===== src/design/sla_first.sv =====
// Lowest-index hit encoder over the row of cell match flags.
// Standalone; no package use.
module sla_first #(
  parameter int N = 32
) (
  input  logic [N-1:0]            hits,
  output logic                    any,
  output logic [$clog2(N)-1:0]    index
);

  localparam int IW = $clog2(N);

  logic [N-1:0] lowest;

  // isolate lowest set bit, then OR its index
  assign lowest = hits & (~hits + N'(1));
  assign any    = |hits;

  always_comb begin
    index = '0;
    for (int i = 0; i < N; i++) begin
      if (lowest[i]) begin
        index = index | IW'(i);
      end
    end
  end

endmodule


===== config.mk =====
export PLATFORM = sky130hd
export DESIGN_NAME = sla_first
export DESIGN_NICKNAME = d
export VERILOG_FILES = /design/src/design/sla_first.sv
export SDC_FILE = /design/constraint.sdc
export NUM_CORES = 1
export LEC_CHECK = 0
export BUFFER_PORTS_ARGS = -buffer_cell sky130_fd_sc_hd__buf_2
export CORE_AREA = 2 2 39 41
export DETAILED_ROUTE_END_ITERATION = 16
export DIE_AREA = 0 0 41 43
export GPL_TIMING_DRIVEN = 0
export MAX_ROUTING_LAYER = met4
export PLACE_DENSITY = 0.83
export SLEW_MARGIN = 10
export SYNTH_ARGS = -nofsm -noshare
export SYNTH_HDL_FRONTEND = slang
export SYNTH_SLANG_ARGS = --single-unit

===== constraint.sdc =====
create_clock -name vclk -period 2.7
set_input_delay 0.135 -clock vclk [all_inputs]
set_output_delay 0.135 -clock vclk [all_outputs]
set_load 0.02 [all_outputs]

# == Word-level counts from Yosys, hierarchy flattened ==
# Cells that the tools add are included.
# word_totals
latchBits,0
mem_count,0
wordCells,35
romBits,0
ff_bits,0
mem_bits_rw,0
# classes
shifts,0
n_addsub,1
n_eq_ne,0
bitwise,2
n_div,0
multipliers,0
n_reduce_logical,1
n_mux,31
magnitude_cmp,0
# op_table
operator,count
2-to-1 mux 5 bit,16
"adder 32 x 1 -> 32 bit, second input constant",1
bitwise AND 32 bit,1
2-to-1 mux 4 bit,8
inverter 32 bit,1
OR reduction 32 bit,1
2-to-1 mux 3 bit,4
2-to-1 mux 2 bit,2
2-to-1 mux 1 bit,1

# == Logic depth before layout (Yosys ltp) ==
# Gate-level depths: netlist (run 1).
# depth
word_depth,34
mapped_depth,5
mapped_depth_nobuf,5

# == Worst setup path after synthesis (run 1) ==
# OpenSTA, ideal clock, no wires.
# synth_timing
path_type,input to output
startpoint,input port hits[21]
endpoint,output port index[4]
t_required_ps,2565
arrival_time_ps,1480
n_path_buf,0
setup_slack_ps,1085
path_stages,5
cell_sequence,or4_4 nor2_2 o211ai_1 and3_1 o221ai_1
# synth_via
elab_chain_len,14
# synth_lines
element,line,source
from (decl),6,"input logic [N-1:0] hits,"
inverter 32 bit,16,assign lowest = hits & (~hits + N'(1));
adder 32 x 1 -> 32 bit,16,
bitwise AND 32 bit (*),16,
2-to-1 mux 5 bit (10 in a row),22,if (lowest[i]) begin
2-to-1 mux 5 bit (*),22,
to (decl),8,output logic [$clog2(N)-1:0] index
# Every way passes the cells marked *; elsewhere a longest branch is shown, timed or not.

# == Final worst setup path (run 1) ==
# layout_timing
startpoint,input port hits[3]
endpoint,output port index[1]
# layout_via
elab_chain_len,32
# layout_lines
element,line
inverter 32 bit,16
adder 32 x 1 -> 32 bit,16
bitwise AND 32 bit (*),16
2-to-1 mux 2 bit,22
2-to-1 mux 3 bit (4 in a row),22
2-to-1 mux 4 bit (8 in a row),22
2-to-1 mux 5 bit (15 in a row),22
2-to-1 mux 5 bit (*),22
# Marks and branches as above.

==> metrics.txt, run 1 <==
Reg area 0 µm²; Synth Area in Adders 0%; final number of setup-violating endpoints 0; Die ar. 1763 µm²; antenna-violating nets left 0; Fin. Hold Viols 0; Worst setup EP type primary output; fmax 528.7 MHz; fraction of layout cells with a size suffix above 1 38.89%; worst rel slew slack 68.06%; sequential cell count 0; final-layout fill cell count 137; vias after detailed routing 859; CP max FO 10; vias per cell 6.049; DRT Pass-1 Iters 4; critical path class in -> out; core outline area 1384 µm²; synthesized instance count 88; CP Cell Sequence buf_2 -> nor4_2 -> nand4_2 -> nor3_4 -> a21bo_1 -> nand4b_1 -> buf_2; outcome finished, final reports clean; vias in the first global route 748; Worst VDD drop 0.05109 mV; Synth Area in Compound Gates 32.26%; main combinational cell family by area after synthesis simple AND/OR/NAND/NOR gates; CP max-delay cell nor4_2; Lkg Pwr 0.3315 nW; Detailed Place HPWL 1.495 mm; Mapped Area 581.8 µm²; Avg Cell Area, Syn 6.611 µm²; Comb pwr share 100.0%; Ys Warns 0; syn nets 120; GRT overflow 0; Crit path top cell by count buf_2; Slew @ Worst Pin 0.4747 ns; NetSw 0.04880 mW; area post-placement 792.0 µm²; post-synthesis sequential area ratio 0%; period utilisation layout 70.06%; most common cell after layout, fill and taps aside buf_2; cts repair resizes 0; routability cong. 0.8887; setup TNS 0 ns; multi-input logic area 563.0 µm²; count of different cell masters after synthesis 39; I/O Buffers 38; 1st-iter DRT viols 16; global-route wire length before repair 2.773 mm; clock power share 0%; most frequent cells in the layout buf_2, nor2_1, nand2_1; max-slew violation count 0; crit path DAT 1.76 ns; antenna diode count 0; cts hold-fix bufs 0; CP peak stage delay 0.42 ns; Int Pwr 0.03765 mW; Die Ht 43 µm; io pins 38; count of nets after finishing 160; wire per inst 11.95 µm; pwr dens 109.2 nW/µm²; critical path startpoint category primary input; simple-gate share of the synthesized area 64.52%; end-of-flow core utilization 57.23%; number of max-cap violations 0; post-synthesis mux area share 0%; chip width 41 µm; row count 14; Tmin final 1.892 ns; initial antenna violation count 0; Hold Path Class in -> out; CP Data Required Time 2.57 ns; clock buf count 0; total track usage 21.11%; Post-Synth XOR/XNOR Area 0%; Routed WL 1.697 mm; RSZ-0062 raised after global routing false; post-route cell area 792.0 µm²; Remaining DRCs 0; Post-CTS Setup Bufs 0; area grow syn2layout 36.13%; share of power burned in registers 0%; largest net degree at the start of global routing 11; WHS Path Cells 4; Initial Util 42.04%; switching fraction of total power 56.45%
-- cell families (layout without fill, tap and decap cells) --
| family | Yosys count | count (layout) |
|---|---|---|
| and+or+nand+nor | 58 | 58 |
| AOI/OAI and AO/OA | 25 | 25 |
| buffers and inverters | 5 | 43 |
-- layout make-up --
cell class / count / share of cell area (%)
inverters: 5 / 2.370
well taps: 16 / 2.528
multi-input cells: 83 / 71.09
repair buffers: 38 / 24.01
-- synthesized netlist by cell type (2+ instances only) --
master | count | area share, %
a21oi_1 | 5 | 4.3
nand2_1 | 7 | 4.5
o221ai_1 | 2 | 3.0
o32ai_1 | 2 | 3.0
nand3_1 | 4 | 3.4
inv_1 | 5 | 3.2
nand2b_1 | 3 | 3.2
nor4_2 | 2 | 4.3
nor3_1 | 4 | 3.4
o21bai_1 | 3 | 3.9
a41oi_1 | 2 | 3.0
a31oi_1 | 2 | 2.2
nor2b_1 | 3 | 3.2
nor4_1 | 4 | 4.3
nor2_1 | 12 | 7.7
and3_1 | 2 | 2.2
or2_2 | 2 | 2.2
or3_1 | 3 | 3.2
-- worst paths after layout --
| path | start | endpoint |
|---|---|---|
| worst max-delay path | hits[3] | index[1] |
| worst min-delay path | hits[31] | any |
-- through the flow --
| step | worst slack [ns] | hold WS [ns] | std cells | power [mW] |
|---|---|---|---|---|
| 6_report | 0.8085 | 0.6019 | 142 | 0.08645 |
| 5_1_grt | 0.6449 | 0.6363 | 142 | 0.09560 |
| 4_1_cts | 0.8115 | 0.6066 | 142 | 0.08622 |
| 3_5_place_dp | 0.8108 | 0.6031 | 142 | 0.08586 |
| 3_3_place_gp | 0.8497 | 0.5957 | 142 | 0.08317 |
| 2_1_floorplan | 1.085 | 0.4615 | 88 | 0.03649 |
-- routing by layer --
metal / part of all wire (%) / vias to the layer above / GRT usage, %
li1: - / 434 / -
met1: 44 / 389 / 26.03
met2: 48 / 34 / 37.81
met3: 7.2 / 2 / 0.5236
met4: 0.53 / 0 / 1.333
met5: 0 / - / -
-- power by group through the flow --
stage | Clock (mW) | Combinational [mW] | Sequential, mW
2_1_floorplan | 0 | 0.0365 | 0
3_3_place_gp | 0 | 0.0832 | 0
3_5_place_dp | 0 | 0.0859 | 0
4_1_cts | 0 | 0.0862 | 0
5_1_grt | 0 | 0.0956 | 0
6_report | 0 | 0.0864 | 0
-- critical path, delay by kind of cell --
kind            cells  cell delay [ns]
simple gates        4             1.08
compound gates      1             0.25
buf+inv             2             0.29
Note: power is estimated with default switching activity, not from simulation.
==> inputs of run 2 (changes only) <==
Settings changed: CORE_AREA 2 2 39 41 to not set, CORE_MARGIN set to 1.5, CORE_UTILIZATION set to 41, DIE_AREA 0 0 41 43 to not set, PLACE_DENSITY 0.83 to 0.81.
Clock period 2.7 ns to 1.68 ns, I/O delays scaled along.
==> run 2 against run 1 <==
Compared with the run above:
- the flow now finishes with violations (negative setup slack)
- die area is 6.2% lower
- wire length grew 29%
- global-route usage is 3.1 points higher
- largest cell class unchanged
- count of clock-buffer cells in the layout is the same
- critical path depth did not move
- critical path type unchanged
==> metrics.txt, run 2 (synthesis gave the netlist of run 1 again) <==
outcome finished with violations; failing checks negative setup slack; pwr dens 179.2 nW/µm²; Remaining DRCs 0; CP max FO 4; Die ar. 1654 µm²; DRT Pass-1 Iters 4; fmax 581.3 MHz; setup TNS -0.07038 ns; chip width 40.67 µm; final cell count without fillers 150; total power 0.1735 mW; clock buf count 0; critical path class in -> out; fraction of layout cells with a size suffix above 1 45.93%; Initial Util 44.16%; most common cell after layout, fill and taps aside buf_2; routability cong. 0.9143; area grow syn2layout 66.45%; CP max-delay cell or4_4; GRT overflow 0; Worst VDD drop 0.1351 mV; Lkg Pwr 0.4086 nW; CP Cell Sequence buf_8 -> or4_4 -> nor2_4 -> o211ai_1 -> a311oi_1 -> or4_1 -> buf_6; Detailed Place HPWL 1.461 mm; Hold Path Class in -> out; vias per cell 6.180; count of nets after finishing 169; initial antenna violation count 0; vias after detailed routing 927; wire per inst 14.63 µm; Routed WL 2.195 mm; total track usage 24.22%; area post-placement 790.8 µm²; core outline area 1318 µm²; Cell Count Post-Placement 141; CP peak stage delay 0.57 ns; WHS Path Cells 4; Final WS setup -0.04030 ns; largest net degree at the start of global routing 9; sequential cell count 0; post-route cell area 968.4 µm²; period utilisation layout 102.4%; io pins 38; CP Data Required Time 1.60 ns; vias in the first global route 726; Slew @ Worst Pin 0.3187 ns; antenna diode count 0; global-route wire length before repair 2.780 mm; number of max-cap violations 0; Reg area 0 µm²; Die Ht 40.67 µm; critical path startpoint category primary input; max-slew violation count 0; crit path DAT 1.64 ns; Fin. Hold Viols 0; Worst setup EP type primary output; row count 13; RSZ-0062 raised after global routing true; most frequent cells in the layout buf_2, nor2_1, buf_4; final number of setup-violating endpoints 2; 1st-iter DRT viols 33; Tmin final 1.720 ns; I/O Buffers 38; worst rel slew slack 78.59%; antenna-violating nets left 0; DP Worst Slack -0.1031 ns
[run 2: changes by cell type in the layout (fill, tap and decap cells not counted), moves of 2 or more]
cell / delta
nor4_4: +3
nor4_2: -2
buf_4: +9
buf_6: +3
buf_2: -5
[run 2: final cells by class]
cell class | count | area, µm²
inverter | 5 | 18.77
tap | 15 | 18.77
fill | 106 | 349.1
timing repair buffer | 47 | 301.5
multi-input combinational | 83 | 629.4
[run 2: path summary, 6_finish.rpt]
path	to	startpoint	slack [ns]
setup / recovery	index[0]	hits[21]	-0.04
hold / removal	any	hits[31]	0.51
[run 2: repair_timing]
action	in CTS	in global routing
setup buffers	6	3
pin swaps	6	9
gates resized for setup	5	14
hold buffers	0	0
setup endpoints to repair	5	5
[run 2: stage by stage]
step	hold slack, ns	util, %
floorplan	0.3595	-
global placement	0.4952	60.02
detailed placement	0.4993	60.02
CTS	0.4994	66.29
global route	0.5339	73.50
finish	0.5096	73.50
[run 2: power by group]
part / internal (mW) / switching [mW]
Clock: 0 / 0
Sequential: 0 / 0
Combinational: 0.0772 / 0.0963
Total: 0.0772 / 0.0963
[run 2: layer usage]
| metal | routed length, µm | vias to the layer above | track usage, % |
|---|---|---|---|
| met5 | 0 | - | - |
| met4 | 0 | 0 | 1.667 |
| met3 | 129 | 0 | 1.630 |
| met2 | 1152 | 40 | 44.05 |
| met1 | 913 | 435 | 30.23 |
| li1 | - | 452 | - |
[run 2: critical path: cells and delay by family]
| kind | cells | cell delay, ns |
|---|---|---|
| AND/OR/NAND/NOR | 3 | 0.90 |
| AO/OA/AOI/OAI | 2 | 0.42 |
| buffers and inverters | 2 | 0.22 |
