==> src/design/sla_pkg.sv <==
// Shared types and constants for the ordered list block.
// No dependencies; used by every module of the block except sla_first.
package sla_pkg;

  // Parameter defaults
  localparam int CAPACITY_DEF     = 32;
  localparam int KEY_BITS_DEF     = 32;
  localparam int PAYLOAD_BITS_DEF = 32;

  // Fixed field widths
  localparam int OP_W     = 3;
  localparam int POS_W    = 5;
  localparam int FIELD_W  = 32;
  localparam int STATUS_W = 2;
  localparam int COUNT_W  = 6;

  // Request word layout
  localparam int S_TDATA_W   = 80;
  localparam int IN_OP_LSB   = 0;
  localparam int IN_POS_LSB  = 3;
  localparam int IN_END_LSB  = 8;
  localparam int IN_KEY_LSB  = 9;
  localparam int IN_PAY_LSB  = 41;

  // Result word layout
  localparam int M_TDATA_W      = 80;
  localparam int OUT_STATUS_LSB = 0;
  localparam int OUT_FOUND_LSB  = 2;
  localparam int OUT_KEY_LSB    = 7;
  localparam int OUT_PAY_LSB    = 39;
  localparam int OUT_COUNT_LSB  = 71;
  localparam int OUT_EMPTY_LSB  = 77;

  typedef enum logic [OP_W-1:0] {
    OP_INSERT = 3'd0,
    OP_DELETE = 3'd1,
    OP_READ   = 3'd2,
    OP_UPDATE = 3'd3,
    OP_FIND   = 3'd4,
    OP_CLEAR  = 3'd5
  } op_t;

  typedef enum logic [STATUS_W-1:0] {
    ST_OK        = 2'd0,
    ST_FULL      = 2'd1,
    ST_BAD_POS   = 2'd2,
    ST_NOT_FOUND = 2'd3
  } status_t;

  // What a cell does at the next edge
  typedef enum logic [1:0] {
    CELL_HOLD       = 2'd0,
    CELL_LOAD       = 2'd1,
    CELL_FROM_LOWER = 2'd2,
    CELL_FROM_UPPER = 2'd3
  } cell_cmd_t;

  typedef struct packed {
    cell_cmd_t cmd;
    logic      live;     // cell index below the entry count
    logic      compare;  // capture key match this cycle
  } cell_ctl_t;

endpackage

==> src/design/sla_cell.sv <==
// One entry of the ordered list: key, payload and a registered match flag.
// Depends on sla_pkg for the cell control struct.
module sla_cell #(
  parameter int KEY_BITS     = sla_pkg::KEY_BITS_DEF,
  parameter int PAYLOAD_BITS = sla_pkg::PAYLOAD_BITS_DEF
) (
  input  logic                    clk,
  input  sla_pkg::cell_ctl_t      ctl,
  input  logic [KEY_BITS-1:0]     new_key,
  input  logic [PAYLOAD_BITS-1:0] new_payload,
  input  logic [KEY_BITS-1:0]     lower_key,
  input  logic [PAYLOAD_BITS-1:0] lower_payload,
  input  logic [KEY_BITS-1:0]     upper_key,
  input  logic [PAYLOAD_BITS-1:0] upper_payload,
  input  logic [KEY_BITS-1:0]     cmp_key,
  output logic [KEY_BITS-1:0]     key,
  output logic [PAYLOAD_BITS-1:0] payload,
  output logic                    match
);

  // Entry storage: load, shift from a neighbor or hold
  always_ff @(posedge clk) begin
    case (ctl.cmd)
      sla_pkg::CELL_LOAD: begin
        key     <= new_key;
        payload <= new_payload;
      end
      sla_pkg::CELL_FROM_LOWER: begin
        key     <= lower_key;
        payload <= lower_payload;
      end
      sla_pkg::CELL_FROM_UPPER: begin
        key     <= upper_key;
        payload <= upper_payload;
      end
      default: begin
      end
    endcase
    // key compare for find, only valid entries count
    if (ctl.compare) begin
      match <= ctl.live && (key == cmp_key);
    end
  end

endmodule

==> config.mk <==
export PLATFORM = sky130hd
export DESIGN_NAME = sla_cell
export DESIGN_NICKNAME = d
export VERILOG_FILES = /design/src/design/sla_pkg.sv /design/src/design/sla_cell.sv
export SDC_FILE = /design/constraint.sdc
export NUM_CORES = 1
export LEC_CHECK = 0
export ABC_CLOCK_PERIOD_IN_PS = 1900
export BUFFER_PORTS_ARGS = -buffer_cell sky130_fd_sc_hd__buf_2
export CAP_MARGIN = 20
export CORE_AREA = 2 2 113 115
export DETAILED_ROUTE_END_ITERATION = 6
export DIE_AREA = 0 0 115 117
export PLACE_DENSITY = 0.66
export REMOVE_ABC_BUFFERS = 1
export SYNTH_ARGS = -nofsm -noshare
export SYNTH_HDL_FRONTEND = slang
export SYNTH_SLANG_ARGS = --single-unit
==> constraint.sdc <==
create_clock -name clk -period 1.9 [get_ports clk]
set_input_delay 0.19 -clock clk [delete_from_list [all_inputs] [get_ports clk]]
set_output_delay 0.19 -clock clk [all_outputs]
set_load 0.1 [all_outputs]
* Word level (Yosys, flattened, before mapping)
Cells that the tools add are included.
Word-level totals: bits in writable memories 0, output and inout bits 65, bits of input ports 229, bits in read-only memories 0, flip-flop bits (word level) 65, memories 0, word-level logic and storage cells 11, latch bits 0
Operators by class: shift-type cells 0, multiplexer cells 2, magnitude comparators 0, equal/unequal tests 4, multipliers 0, reduce and logical (&&, ||, !) cells 2, divide/modulo/power cells 0, add/subtract/negate cells 0, bitwise logic cells 0
Operators by type and width (number):
- case mux 32 bit (3 select lines) | 2
- == test 32 bit | 1
- == test 2 bit, second input constant | 2
- nonzero test 3 bit | 1
- == test 2 x 1 -> 1 bit, second input constant | 1
- logical AND 1 bit | 1

* Logic depth before layout (Yosys ltp)
Gate-level depths: netlist of the first run.
depth in word-level cells 2, gate-level depth with buffers 4, depth with buffers taken out 4

* Worst setup path after synthesis of the first run
Ideal clock, no wire load.
path kind reg-to-reg, start register key[24], end register match (data pin), path buffers 0, data required time 1.750 ns, period minus slack after synthesis 1.796 ns, cell stages (with the launch flop) 5, arrival time 1.646 ns, setup slack 0.104 ns, library setup time 0.150 ns, cells stage by stage edfxtp_1 xor2_1 nor4_1 nand4_1 nor3_2
Between the ends: word-level cells in the longest chain between the ends 2
Ends and longest elaborated chain:
- start: declaration | RTL line sla_cell.sv:16 | output logic [KEY_BITS-1:0] key,
- start signal: assignment | RTL line sla_cell.sv:25 | key <= new_key;
- start signal: assignment | RTL line sla_cell.sv:29 | key <= lower_key;
- start signal: assignment | RTL line sla_cell.sv:33 | key <= upper_key;
- == test 32 bit | RTL line sla_cell.sv:41 | match <= ctl.live && (key == cmp_key);
- logical AND 1 bit | RTL line sla_cell.sv:41
- end signal: assignment | RTL line sla_cell.sv:41
- end: declaration | RTL line sla_cell.sv:18 | output logic match
Every way passes these cells. A chain may end at the register's enable or synchronous reset.

* Worst setup path in the final report of the first run
Ends and elaborated chain as after synthesis.

==> results of run 1 <==
==> routing by layer <==
metal	GRT usage [%]	vias up	routed length, µm	share of wire, %
met2	29.6	171	5670	53
met5	0	-	0	0
li1	-	1754	-	-
met4	5.46	0	174	1.6
met3	4.74	13	908	8.4
met1	15.7	1575	4020	37
==> worst paths after layout <==
path / startpoint / end / slack [ns]
setup / recovery: key[24] / match / 0.31
hold / removal: ctl[0] / match / 0.07
setup reg to reg: key[24] / match / 0.31
hold reg to reg: key[0] / match / 0.76
==> state kept, by name, indices dropped and copies added, names as in the netlist <==
register	cells
key	32
payload	32
match	1
==> synth_stat cells <==
library cell  number  share of area [%]
a21oi_1           64                8.8
or2_2              1               0.17
nor2_1            64                6.6
nand3_1            2               0.28
nor4_1             7                1.2
buf_6              5                1.5
nor3_1             1               0.14
nor3_2             1               0.28
nand4_1            1               0.17
buf_2              3               0.41
edfxtp_1          65                 54
xnor2_1            1               0.24
buf_1              3               0.31
mux2i_1           64                 18
buf_4              1               0.21
xor2_1            31                7.5
clkbuf_1           9               0.93
==> report_power, final <==
part | internal [W] | switching, W
combinational | 0.000454 | 0.00157
clock | 0.00114 | 0.000575
sequential | 0.00178 | 0.0000735
total | 0.00337 | 0.00222
==> cells in the final DEF (no fill, tap or decap), drive strengths merged <==
cell type / count
or2: 1
nor2: 64
nand4: 1
nand3: 2
clkbuf: 10
edfxtp: 65
clkinv: 2
bufinv: 2
a21oi: 64
nor4: 7
clkinvlp: 2
nor3: 2
xor2: 31
mux2i: 64
buf: 299
xnor2: 1
==> area by class of cell <==
type,count,share of cell area (%)
clock buffers,10,4.09
multi-input cells,237,28.0
flip-flops and latches,65,34.9
clock inverters,6,1.48
well taps,150,3.35
repair buffers,299,28.2
==> worst reg2reg max path, stage by stage, from the launching register on <==
cell	delay [ns]
edfxtp_1	0.40
xor2_1	0.17
nor4_1	0.51
nand4_1	0.18
nor3_2	0.19
==> metrics by stage <==
step	power, W	util [%]	hold slack, ns
floorplan	0.00335	-	0.302
global placement	0.00390	42.9	0.397
detailed placement	0.00392	42.9	0.402
CTS	0.00567	45.4	0.0632
global route	0.00583	45.4	0.0567
finish	0.00560	45.4	0.0739
==> kinds of logic (layout without fill, tap and decap cells) <==
logic type | count (synthesis) | in the layout
and+or+nand+nor | 77 | 77
xor gates and xnor gates | 32 | 32
AOI/OAI and AO/OA | 64 | 64
DFF | 65 | 65
muxes | 64 | 64
buffers and inverters | 21 | 315
==> out/results.ini, run 1 <==
[run_status]
status=finished clean

[timing]
fin_crit_sh_pct=83.9
hold_viol_final=0
skew_ns=0.00398
fin_crit_ns=1.59
finalSetupViolations=0
setup_ws_ns=0.305
rsz0062_at_grt=false
fmax_mhz=627
drv_slew=0
finalSetupTns_ns=0
tightest_slew_ns=0.530
max_slew_margin_pct=64.4

[routing]
ant_nets=0
wire_per_inst_um=14.0
first_pass_iters=4
drt_iter0_drc=93
wl_um=10800
drc_errors=0
vias=3513
via_per_inst=4.58

[yosys]
synth.distinct_cells=17
yosysWarnings=0
synth_adder_area_share_pct=0
synth_top_family_by_area=multiplexers
synth.cell_area_um2=3640
synth-seq-cells=65
synth_compound_area_share_pct=8.80
yosys.area_share.xor_xnor_pct=7.70
ys_seq_area_share_pct=53.6
syn-instance-count=323
syn-mean-instance-area_um2=11.3
muxShareOfSynthArea_pct=17.6
synth-simple-area-share_pct=8.84

[clock_tree]
clkLatencyLatePin_ns=0.32
clkSlewWorstSetupHoldPaths_ns=0.05
cts_inserted_buffers=9
cts-root-buf=clkbuf_16
htree_levels=3
cts_resized=0
postCtsSetupRepairBufs=0
cts_tree=done
hold_buffers=0
clock_path_buffers=2
clock-sinks=65

[setup_path]
worstPathArrival_ns=1.76
ff2ff_path_depth=4
cpMaxStageDelayCell=nor4_1
cp_max_fo=2
worstSetupEndpointType=register
worst-path-stages=4
path_cells=xor2_1, nor4_1, nand4_1, nor3_2
worstSetupStartpointType=register
cpPeakStageDelay_ns=0.51
crit_type=register to register
path_buf_inv=0
cp.required_ns=2.07
cp_top_family=simple AND/OR/NAND/NOR gates

[finish]
fin_cells=767
regArea_um2=1950
multi_input_area_um2=1570
final_nets=841
areaGrowthSynthToFinish_pct=53.8
fillers=1188
drive_above_1_share_pct=50.9
final_design_area_no_fill_um2=5600
antenna_cells=0

[flow_run]
maxCapViolCount=0

[placed_design]
numPortBuffers=293
placedCellCount=751
hpwl_um=8800
post-place-ws_ns=0.309
gp_congestion=0.827
placed_cell_area_um2=5280

[floorplanning]
row_count=41
die_w_um=115
die_area_um2=13500
fp.dieH_um=117
coreArea_um2=12300
io_pins=294
initial_core_util_pct=29.6

[global_routing]
antenna_found_initial=0
grt_max_degree=66
grt_overflow=0
grt_pass1_vias=3468
grt_util_all_layers_pct=15.4
grt_pass1_wl_um=15900

[power_and_ir_drop]
power_density_nw_per_um2=1000
total_leakage_power_nw=2.73
max-vdd-ir-drop_uv=445

[hold_path]
worstHoldPathType=input pin to register
hold-path-cell-count=1

(Power assumes the default switching activity.)
==> inputs of run 2 (changes only) <==
--- a/config.mk
+++ b/config.mk
@@ -5,7 +5,7 @@
 export SDC_FILE = /design/constraint.sdc
 export NUM_CORES = 1
 export LEC_CHECK = 0
-export ABC_CLOCK_PERIOD_IN_PS = 1900
+export ABC_CLOCK_PERIOD_IN_PS = 1300
 export BUFFER_PORTS_ARGS = -buffer_cell sky130_fd_sc_hd__buf_2
 export CAP_MARGIN = 20
 export CORE_AREA = 2 2 113 115
==> constraint.sdc (replaced) <==
create_clock -name clk -period 1.3 [get_ports clk]
set_input_delay 0.13 -clock clk [delete_from_list [all_inputs] [get_ports clk]]
set_output_delay 0.13 -clock clk [all_outputs]
set_load 0.1 [all_outputs]
==> run 2 against run 1 <==
Against the previous run:
- the flow now finishes with violations (negative setup slack)
- hold slack worse by 0.040 ns
- utilization up 1.0 points
- wire length up 0.59%
- clock power up 22%
- design area up 2.2%
- largest cell class unchanged
- highest routed layer unchanged
==> out/results.ini, run 2 (synthesis results as in run 1) <==
[run_status]
status=finished with violations
violations=negative setup slack

[timing]
finalSetupViolations=1
fmax_mhz=686
drv_slew=0
skew_ns=0.00610
rsz0062_at_grt=true
fin_crit_sh_pct=112
setup_ws_ns=-0.158
hold_viol_final=0
fin_crit_ns=1.46
max_slew_margin_pct=66.2
finalSetupTns_ns=-0.158
tightest_slew_ns=0.511

[hold_path]
worstHoldPathType=input pin to register

[setup_path]
crit_type=register to register
worstPathArrival_ns=1.62
worstSetupEndpointType=register
cpMaxStageDelayCell=edfxtp_1
cp_max_fo=2
rrSetupSlack_ns=-0.16
cpPeakStageDelay_ns=0.39
rr_startpoint=key[28]
ff2ff_path_depth=5
path_cells=xor2_1, nor4_1, buf_4, nand4_1, nor3_2
startpoint=key[28]
reg2reg_to=match
cp.required_ns=1.46
cp-endpoint=match
worstSetupStartpointType=register

[floorplanning]
row_count=41
fp.dieH_um=117
die_w_um=115
die_area_um2=13500
initial_core_util_pct=29.6
io_pins=294
coreArea_um2=12300

[clock_tree]
clock_path_buffers=2
clock-sinks=65
cts_inserted_buffers=9
cts-root-buf=clkbuf_16
clkLatencyLatePin_ns=0.32
cts_tree=done
htree_levels=3
hold_buffers=0
clkSlewWorstSetupHoldPaths_ns=0.05

[global_routing]
antenna_found_initial=0
grt_pass1_wl_um=16100
grt_max_degree=57
grt_util_all_layers_pct=15.9
grt_pass1_vias=3366
grt_overflow=0

[finish]
layout_common_cells=277 x buf_2, 65 x edfxtp_1, 64 x mux2i_1, 64 x nor2_1, 64 x a21oi_1
antenna_cells=0
layout_commonest_cell=buf_2
final_nets=852
drive_above_1_share_pct=51.6
fin_cells=778
areaGrowthSynthToFinish_pct=57.2
final_util_pct=46.5
reg.largest.list=key x32, payload x32, match x1

[power_and_ir_drop]
power_w=0.00788
combPwrFrac_pct=39.2
max-vdd-ir-drop_uv=592
p_int_w=0.00463
power_density_nw_per_um2=1380
p_sw_share_pct=41.2
clockPowerShare_pct=26.4
p_sw_w=0.00324
total_leakage_power_nw=2.81
power_frac_seq_pct=34.4

[routing]
wire_per_inst_um=13.9
wl_um=10800
vias=3508
drc_errors=0
drt_iter0_drc=63
first_pass_iters=4
ant_nets=0
via_per_inst=4.51

[placed_design]
placedCellCount=761
post-place-ws_ns=-0.227
numPortBuffers=293
gp_congestion=0.842
hpwl_um=8840

[flow_run]
maxCapViolCount=0

[run 2: cell count changes in the layout (fill, tap and decap cells not counted)]
cell        before  now
clkinv_2         0    3
buf_12           5   10
buf_4            3   14
buf_2          291  277
clkbuf_4         0    9
clkbuf_1         1    2
bufinv_16        2    0
clkinvlp_4       2    0
[run 2: timing repair]
item | in CTS | in global routing
resized for setup | 1 | 9
endpoints found under the setup margin | 1 | 11
pin swaps | 4 | 3
setup buffers | 1 | 0
[run 2: metal layers]
metal	GRT usage [%]	vias to the layer above	wire length (µm)
met2	30.1	174	5610
met4	7.15	0	217
li1	-	1783	-
met1	16.5	1535	4090
met3	3.96	16	918
met5	0	-	0
[run 2: worst max-delay path, delay by kind of cell (launching register included)]
kind	cells	cell delay, ns
buf+inv	1	0.16
flops	1	0.39
simple gates	3	0.59
xor+xnor	1	0.15
[run 2: final cells by class]
type                    count  area (µm²)
clock buffers              11         233
clock inverters             5        22.5
fillers                  1180        6590
multi-input cells         237        1570
flip-flops and latches     65        1950
well taps                 150         188
repair buffers            310        1760
[run 2: power by group through the flow]
stage               Combinational [W]  Sequential [W]  Clock, W
floorplan                    0.000387         0.00452         0
detailed placement            0.00308         0.00275         0
finish                        0.00309         0.00271   0.00208
CTS                           0.00309         0.00271   0.00216
global route                  0.00323         0.00274   0.00223
global placement              0.00306         0.00273         0
[run 2: worst min path at each step]
stage / from / end / cells past startpoint
floorplan: ctl[0] / match / 0
global placement: ctl[0] / match / 1
detailed placement: ctl[0] / match / 1
CTS: ctl[0] / match / 1
global route: ctl[0] / match / 1
finish: ctl[0] / match / 1
[run 2: stage by stage]
stage               hold slack [ns]  area [µm²]
floorplan                     0.242        3510
global placement              0.345        5430
detailed placement            0.360        5430
CTS                          0.0178        5700
global route                 0.0250        5720
finish                       0.0344        5720
==> inputs of run 3 (changes only) <==
--- a/config.mk
+++ b/config.mk
@@ -8,10 +8,10 @@
 export ABC_CLOCK_PERIOD_IN_PS = 1300
 export BUFFER_PORTS_ARGS = -buffer_cell sky130_fd_sc_hd__buf_2
 export CAP_MARGIN = 20
-export CORE_AREA = 2 2 113 115
+export CORE_AREA = 2 2 114 116
 export DETAILED_ROUTE_END_ITERATION = 6
-export DIE_AREA = 0 0 115 117
-export PLACE_DENSITY = 0.66
+export DIE_AREA = 0 0 116 118
+export PLACE_DENSITY = 0.65
 export REMOVE_ABC_BUFFERS = 1
 export SYNTH_ARGS = -nofsm -noshare
 export SYNTH_HDL_FRONTEND = slang
==> run 3 against run 2 <==
Against the previous run:
- the flow still finishes with violations (negative setup slack)
- combinational power is 2% higher
- largest cell class unchanged
- total power is 0.55% higher
- largest power group unchanged
- critical path depth stayed put
- fmax is 1.4% higher
- utilization is 0.31 points higher
- global-route usage is 0.38 points lower
- highest routed layer unchanged
- non-clock buffer count is 3 higher
==> out/results.ini, run 3 (synthesis results as in run 1) <==
[finish]
layout_commonest_cell=buf_2
drive_above_1_share_pct=51.8
final_design_area_no_fill_um2=5810
layout_common_cells=281 x buf_2, 65 x edfxtp_1, 64 x mux2i_1, 64 x nor2_1, 64 x a21oi_1
antenna_cells=0
final_nets=855
areaGrowthSynthToFinish_pct=59.6
reg.largest.list=key x32, payload x32, match x1

[routing]
drc_errors=0
wl_um=11100
vias=3507
drt_iter0_drc=84
wire_per_inst_um=13.9
via_per_inst=4.37
first_pass_iters=4
ant_nets=0

[timing]
max_slew_margin_pct=66.1
finalSetupViolations=1
fin_crit_ns=1.44
skew_ns=0.00322
tightest_slew_ns=0.513
hold_viol_final=0
setup_ws_ns=-0.138
fin_crit_sh_pct=111
drv_slew=0
rsz0062_at_grt=true
finalSetupTns_ns=-0.138
fmax_mhz=695

[setup_path]
crit_type=register to register
rrSetupSlack_ns=-0.14
reg2reg_to=match
worstSetupStartpointType=register
cp_max_fo=2
worstPathArrival_ns=1.61
worstSetupEndpointType=register
cp.required_ns=1.47
ff2ff_path_depth=5
rr_startpoint=key[26]

[clock_tree]
cts_inserted_buffers=9
clkLatencyLatePin_ns=0.32
postCtsSetupRepairBufs=0
cts_tree=done
clock_path_buffers=2
clkSlewWorstSetupHoldPaths_ns=0.05
cts-root-buf=clkbuf_16
clock-sinks=65
htree_levels=3

[power_and_ir_drop]
max-vdd-ir-drop_uv=679
power_w=0.00792
total_leakage_power_nw=2.83
power_density_nw_per_um2=1360

[global_routing]
grt_overflow=0
use_met1_pct=15.6
use_met2_pct=29.6
grt_most_used_layer=met2
grt_util_all_layers_pct=15.5
grt_pass1_wl_um=16100
grt_max_degree=73
use_met3_pct=3.86
antenna_found_initial=0
grt_pass1_vias=3299

[placed_design]
numPortBuffers=293
placed_cell_area_um2=5530
gp_congestion=0.792
hpwl_um=9080
post-place-ws_ns=-0.286

[floorplanning]
io_pins=294
coreArea_um2=12400
die_w_um=116
die_area_um2=13700
initial_core_util_pct=29.3
row_count=41
fp.dieH_um=118

[hold_path]
worstHoldPathType=input pin to register
worstHoldStart=new_payload[21]
hold_end=payload[21]
hold-path-cell-count=3

[run_status]
status=finished with violations
violations=negative setup slack

[flow_run]
maxCapViolCount=0

run 3: power breakdown:
group | total, W | internal (W) | leakage, nW | switching, W
Clock | 0.00208 | 0.00127 | 0.128 | 0.000814
Combinational | 0.00314 | 0.000804 | 2.05 | 0.00233
Sequential | 0.00270 | 0.00260 | 0.655 | 0.000104
Total | 0.00792 | 0.00467 | 2.83 | 0.00325
run 3: through the flow:
stage / util (%) / hold WS (ns) / std cells
floorplan: - / 0.242 / 302
global placement: 44.5 / 0.331 / 786
detailed placement: 44.5 / 0.330 / 786
CTS: 46.7 / 0.117 / 803
global route: 46.8 / 0.135 / 803
finish: 46.8 / 0.131 / 803
run 3: worst max-delay path, cell delays in order, from the launching register on:
cell and delay (ns):
edfxtp_1 0.40, xor2_1 0.17, nor4_2 0.31, buf_4 0.15
nand4_1 0.12, nor3_2 0.14
run 3: per-layer routing:
layer  wire length [µm]  vias up
li1                   -     1785
met1               4060     1542
met2               5900      165
met3                960       15
met4                221        0
met5                  0        -
run 3: area by class of cell:
type / count / area [µm²]
clock buffers: 11 / 233
flip-flops and latches: 65 / 1950
multi-input cells: 237 / 1570
clock inverters: 5 / 22.5
repair buffers: 313 / 1810
well taps: 172 / 215
fillers: 1176 / 6610
run 3: how the worst max path moves through the flow:
stage            start  endpoint  slack (ns)  cells past startpoint
2_1_floorplan  key[24]     match       -0.50                      4
3_3_place_gp   key[26]     match       -0.22                      5
3_5_place_dp   key[26]     match       -0.29                      5
4_1_cts        key[13]     match       -0.18                      5
5_1_grt        key[26]     match       -0.25                      5
6_report       key[26]     match       -0.14                      5
run 3: what timing repair did:
| item | in CTS | in global routing |
|---|---|---|
| setup endpoints to repair | 2 | 3 |
| gates cloned | 0 | 0 |
| hold buffers | 1 | 0 |
| endpoints found under the hold margin | 1 | 0 |
| resized for setup | 2 | 2 |
| pin swaps | 2 | 1 |
